==> src/rtl/core/apr_pkg.sv <==
package apr_pkg;

  localparam int OFFSET_BITS   = 10;
  localparam int COEF_BITS     = 16;
  localparam int CFG_IDX_BITS  = 3;
  localparam int CFG_DATA_BITS = 16;
  localparam int NUM_STAGES    = 4;

  localparam logic [CFG_IDX_BITS-1:0] CFG_OFFSET_ONE   = 3'd0;
  localparam logic [CFG_IDX_BITS-1:0] CFG_OFFSET_TWO   = 3'd1;
  localparam logic [CFG_IDX_BITS-1:0] CFG_OFFSET_THREE = 3'd2;
  localparam logic [CFG_IDX_BITS-1:0] CFG_OFFSET_FOUR  = 3'd3;
  localparam logic [CFG_IDX_BITS-1:0] CFG_DAMP_COEF    = 3'd4;
  localparam logic [CFG_IDX_BITS-1:0] CFG_WET_GAIN     = 3'd5;
  localparam logic [CFG_IDX_BITS-1:0] CFG_DRY_GAIN     = 3'd6;
  localparam logic [CFG_IDX_BITS-1:0] CFG_FEEDBACK     = 3'd7;

  localparam logic [OFFSET_BITS-1:0] RST_OFFSET_ONE   = 10'd202;
  localparam logic [OFFSET_BITS-1:0] RST_OFFSET_TWO   = 10'd268;
  localparam logic [OFFSET_BITS-1:0] RST_OFFSET_THREE = 10'd523;
  localparam logic [OFFSET_BITS-1:0] RST_OFFSET_FOUR  = 10'd716;
  localparam logic [COEF_BITS-1:0]   RST_DAMP_COEF    = 16'd44564;
  localparam logic [COEF_BITS-1:0]   RST_WET_GAIN     = 16'd11796;
  localparam logic [COEF_BITS-1:0]   RST_DRY_GAIN     = 16'd3113;
  localparam logic [COEF_BITS-1:0]   RST_FEEDBACK     = 16'd26214;

  localparam logic [1:0] STAGE_LEFT_TAP = 2'd2;
  localparam logic [1:0] STAGE_LAST     = 2'd3;

  localparam logic [4:0] SHIFT_GAIN = 5'd14;
  localparam logic [4:0] SHIFT_FB   = 5'd15;
  localparam logic [4:0] SHIFT_DAMP = 5'd16;

  typedef enum logic [3:0] {
    ST_CLEAR,
    ST_IDLE,
    ST_WET,
    ST_DIFF,
    ST_DAMP,
    ST_UPD,
    ST_DRYA,
    ST_DLA,
    ST_DRYB,
    ST_DLB,
    ST_FB,
    ST_SUB,
    ST_ADD,
    ST_OUTL,
    ST_DONE
  } apr_state_t;

  typedef enum logic [2:0] {
    MUL_WET,
    MUL_DAMP,
    MUL_DRYA,
    MUL_DRYB,
    MUL_FB
  } mul_sel_t;

  typedef struct packed {
    logic       clear;
    logic       start;
    logic       mul_en;
    mul_sel_t   mul_sel;
    logic       diff_en;
    logic       upd_en;
    logic       dla_en;
    logic       dlb_en;
    logic       ap_sub;
    logic       ap_add;
    logic [1:0] stage;
    logic       outl_en;
    logic       finish;
  } apr_cmd_t;

  typedef struct packed {
    logic ptr_last;
    logic out_busy;
  } apr_status_t;

endpackage

==> src/rtl/core/apr_ctrl.sv <==
module apr_ctrl
  import apr_pkg::*;
(
  input  logic        clk,
  input  logic        rst,
  input  logic        in_valid,
  output logic        in_ready,
  input  apr_status_t status,
  output apr_cmd_t    cmd
);

  apr_state_t state, state_next;
  logic [1:0] stage;

  always_ff @(posedge clk) begin
    if (rst) begin
      state <= ST_CLEAR;
      stage <= '0;
    end else begin
      state <= state_next;
      if (state == ST_DLB) begin
        stage <= '0;
      end else if (state == ST_ADD) begin
        stage <= stage + 2'd1;
      end
    end
  end

  always_comb begin
    state_next = state;
    unique case (state)
      ST_CLEAR: if (status.ptr_last) state_next = ST_IDLE;
      ST_IDLE:  if (in_valid) state_next = ST_WET;
      ST_WET:   state_next = ST_DIFF;
      ST_DIFF:  state_next = ST_DAMP;
      ST_DAMP:  state_next = ST_UPD;
      ST_UPD:   state_next = ST_DRYA;
      ST_DRYA:  state_next = ST_DLA;
      ST_DLA:   state_next = ST_DRYB;
      ST_DRYB:  state_next = ST_DLB;
      ST_DLB:   state_next = ST_FB;
      ST_FB:    state_next = ST_SUB;
      ST_SUB:   state_next = ST_ADD;
      ST_ADD: begin
        priority if (stage == STAGE_LEFT_TAP) state_next = ST_OUTL;
        else if (stage == STAGE_LAST)         state_next = ST_DONE;
        else                                  state_next = ST_FB;
      end
      ST_OUTL:  state_next = ST_FB;
      ST_DONE:  if (!status.out_busy) state_next = ST_IDLE;
      default:  state_next = ST_CLEAR;
    endcase
  end

  always_comb begin
    cmd       = '0;
    cmd.stage = stage;
    in_ready  = 1'b0;
    unique case (state)
      ST_CLEAR: cmd.clear = 1'b1;
      ST_IDLE: begin
        in_ready  = 1'b1;
        cmd.start = in_valid;
      end
      ST_WET: begin
        cmd.mul_en  = 1'b1;
        cmd.mul_sel = MUL_WET;
      end
      ST_DIFF: cmd.diff_en = 1'b1;
      ST_DAMP: begin
        cmd.mul_en  = 1'b1;
        cmd.mul_sel = MUL_DAMP;
      end
      ST_UPD: cmd.upd_en = 1'b1;
      ST_DRYA: begin
        cmd.mul_en  = 1'b1;
        cmd.mul_sel = MUL_DRYA;
      end
      ST_DLA: cmd.dla_en = 1'b1;
      ST_DRYB: begin
        cmd.mul_en  = 1'b1;
        cmd.mul_sel = MUL_DRYB;
      end
      ST_DLB: cmd.dlb_en = 1'b1;
      ST_FB: begin
        cmd.mul_en  = 1'b1;
        cmd.mul_sel = MUL_FB;
      end
      ST_SUB:  cmd.ap_sub  = 1'b1;
      ST_ADD:  cmd.ap_add  = 1'b1;
      ST_OUTL: cmd.outl_en = 1'b1;
      ST_DONE: cmd.finish  = !status.out_busy;
      default: cmd.clear   = 1'b0;
    endcase
  end

  a_accept_starts: assert property (@(posedge clk) disable iff (rst)
    (in_valid && in_ready) |=> (state == ST_WET))
    else $error("accepted word did not start the sequence");

  a_left_tap: assert property (@(posedge clk) disable iff (rst)
    (state == ST_ADD && stage == STAGE_LEFT_TAP) |=> (state == ST_OUTL))
    else $error("left output not taken after the third stage");

  a_clear_done: assert property (@(posedge clk) disable iff (rst)
    (state == ST_CLEAR && status.ptr_last) |=> (state == ST_IDLE))
    else $error("clearing pass did not end");

endmodule

==> config.mk <==
export PLATFORM = sky130hd
export DESIGN_NAME = apr_ctrl
export DESIGN_NICKNAME = d
export VERILOG_FILES = /design/src/rtl/core/apr_pkg.sv /design/src/rtl/core/apr_ctrl.sv
export SDC_FILE = /design/constraint.sdc
export NUM_CORES = 1
export LEC_CHECK = 0
export BUFFER_PORTS_ARGS = -buffer_cell sky130_fd_sc_hd__buf_4
export CAP_MARGIN = 0
export CELL_PAD_IN_SITES_DETAIL_PLACEMENT = 0
export CELL_PAD_IN_SITES_GLOBAL_PLACEMENT = 1
export CORE_ASPECT_RATIO = 0.8
export CORE_MARGIN = 3
export CORE_UTILIZATION = 27
export CTS_CLUSTER_DIAMETER = 150
export CTS_CLUSTER_SIZE = 12
export DETAILED_ROUTE_END_ITERATION = 16
export PLACE_DENSITY = 0.68
export SLEW_MARGIN = 25
export SYNTH_ARGS = -nofsm -noshare
export SYNTH_HDL_FRONTEND = slang
export SYNTH_SLANG_ARGS = --single-unit
==> constraint.sdc <==
create_clock -name clk -period 1.4 [get_ports clk]
set_clock_uncertainty 0.2 [all_clocks]
set_input_delay 0.07 -clock clk [delete_from_list [all_inputs] [get_ports clk]]
set_output_delay 0.07 -clock clk [all_outputs]
set_load 0.005 [all_outputs]
==> metrics.txt <==
status=finished with violations; failing checks=negative hold slack, negative setup slack; clk sinks=6; Layout area overhead=98.1%; Post-Route Setup TNS=-0.829 ns; ant diodes=0; CP endpoint kind=primary output; M2 GR Usage=0.248; crit path max fanout=5; fill cell count=166; commonest non-fill, non-tap cell in the layout=buf_4; Starting DRT DRC Count=4; Worst-Skew Late Latency=roughly 0.24 ns; largest family of logic cells by synthesized area=simple AND/OR/NAND/NOR gates; initial core utilization=0.304; routability congestion estimate=0.734; Arr. time, crit path=around 1.3 ns; Setup Viol. Count Final=9; reg2reg setup slack=-0.04 ns; Reg-to-Reg End=state[0]; Post-Route WL=approximately 1800 microns; Slew headroom=0.803; Hold Slack=-0.0424 ns; Tightest Hold Check Type=input pin to register; min-delay src=in_valid; Yosys reg bits=6; Worst R2R Start=state[1]; initial antenna violation count=0; met1 usage=0.172; vias in the first global route=between 600 and 700; min Tclk post-route=approximately 1.6 ns; Cells after Synth=between 70 and 80; Num CTS Buffers=3; DRT Pass-1 Iters=4; Peak Freq=approximately 640 MHz; Max Slew Vio Count=0; Netlist Area Pre-Place=between 500 and 600 sq um; Rows=13; routed len/inst=13.1 microns; Hold Path End=state[0]; Pwr Total=roughly 0.6 mW; GRT busiest layer=met2; grt met3 use=0.0425; Longest Clk Path Bufs=2; Hold Violations, Final=1; mux cell area share after synthesis=0.0213; post-placement worst setup slack=-0.0437 ns; Vias/cell=roughly 5; routed vias=between 600 and 700; RSZ-0062 raised after global routing=yes; cts hold-fix bufs=2; die area=about 2500 sq um; most frequent cells in the layout=31 x buf_4, 10 x buf_6, 6 x nor2_2, 5 x nand2_1; total number of yosys warnings=0; root buf cell=clkbuf_4; crit start category=register; CTS H-tree lvls=1; layout cell share with drive strength beyond 1=0.638; remaining antenna violation count=0; GRT overflow=0; synthesized area per cell=6.87 sq um; Max-Cap Viols=0; placed wire-length estimate=~1200 microns; first-pass GRT wire length=around 2900 microns; Crit Path Class=register to primary output; final core utilization=0.602; peak supply drop=0.000474 V; xor/xnor share of the synthesized area=0.0165; worst slew pin tran=approximately 0.29 ns; Core ar.=1740 sq um; complex-gate fraction of the synthesized area=0.208; Top Ports=22; CTS tree=yes; Worst Path Required=between 1 and 1.5 ns; Unique masters post-synth=30; Simple-Gate Fraction of Synth Area=0.388; adder-cell share of the synthesized area=0.0473; Die Ht=around 46 microns; largest net degree at the start of global routing=12; GR Util All Layers=0.142; PnR worst setup slack=-0.151 ns; R2R depth=3; Power Dens Cells=roughly 560 nW/um^2; DRC Markers=0; Port Buffer Count=21; nets@finish=125; Final period util=1.11; Die Wd=between 50 and 60 microns; Hold Path Cell Cnt=3; Leak=0.453 nW; Seq/Total Area, Yosys=0.227; Synthesized Nets=84; Clock Pin Slew Worst Setup and Hold Paths=around 0.05 ns
==> sequential cells by signal (all words and copies together), names as in the netlist <==
name   flops
stage      2
state      4
==> worst max-delay path by stage <==
stage | start | to | slack [ns] | cells past startpoint
2_1_floorplan | state[1] | state[0] | -0.05 | 4
3_3_place_gp | stage[0] | state[2] | -0.0003 | 5
3_5_place_dp | stage[0] | state[2] | -0.04 | 5
4_1_cts | state[3] | cmd[11] | -0.15 | 5
5_1_grt | state[1] | cmd[14] | -0.19 | 5
6_report | state[3] | cmd[11] | -0.15 | 5
==> power breakdown <==
group	internal [mW]	switching [mW]	total, mW
clock network	0.0967	0.0588	0.156
logic	0.127	0.110	0.237
registers	0.179	0.0138	0.193
total	0.403	0.183	0.586
==> cell usage after synthesis <==
cell       instances  share of area
nor2_1            12          0.085
dfxtp_1            6           0.23
nand2_1            6          0.043
a21oi_1            5          0.047
buf_2              5          0.047
nand2b_1           5          0.059
nor3_1             5          0.047
inv_1              4          0.028
nor2b_1            4          0.047
o32ai_1            3          0.050
ha_1               2          0.047
o21ai_0            2          0.019
a211oi_1           1          0.014
a2bb2oi_1          1          0.017
and2_1             1          0.012
buf_1              1         0.0071
clkbuf_2           1         0.0094
mux2_2             1          0.021
nand3b_1           1          0.014
nor3b_1            1          0.014
nor4b_1            1          0.017
o21a_1             1          0.014
o21bai_1           1          0.014
o31a_1             1          0.017
o41ai_1            1          0.017
or2_0              1          0.012
or2_1              1          0.012
or2_2              1          0.012
or4_1              1          0.014
xnor2_1            1          0.017
==> per-stage QoR <==
stage / hold slack (ns) / instance area [sq um] / std cells
after floorplan: -0.0235 / 531 / 77
after global placement: 0.110 / 810 / 130
after detailed placement: 0.111 / 810 / 130
after CTS: -0.0597 / 962 / 136
after global routing: -0.0345 / 1050 / 138
final: -0.0424 / 1050 / 138
==> cell families after synthesis <==
kind of cell | count (synthesis)
flip-flops | 6
multiplexers | 1
AO/OA/AOI/OAI | 16
XOR/XNOR | 1
adder cells (fa/ha/maj) | 2
buffers and inverters | 11
AND/OR/NAND/NOR | 40
==> layout make-up <==
class	instances	area, sq um	share of cell area
Clock buffer	3	22.5	0.0215
Sequential cell	6	129	0.123
Timing Repair Buffer	43	365	0.348
Tap cell	22	27.5	0.0263
Inverter	4	15.0	0.0143
Multi-Input combinational cell	60	489	0.467
==> critical path, stage by stage (launching register included) <==
cell and delay (ns):
dfxtp_2 0.33, buf_6 0.12, nand2b_4 0.15, mux2_4 0.26, nor2_2 0.08, buf_4 0.11
==> timing repair <==
item | CTS | global route
gates cloned | 0 | 0
setup endpoints to repair | 17 | 18
pin swaps | 7 | 8
endpoints found under the hold margin | 6 | 1
resized for setup | 31 | 18
setup buffers | 1 | 2
==> metal layers <==
metal | vias to the layer above | wire, microns
li1 | 344 | -
met1 | 324 | 789
met2 | 21 | 908
met3 | 2 | 100
met4 | 0 | 13
met5 | - | 0
Power figures use the tool's default switching activity.
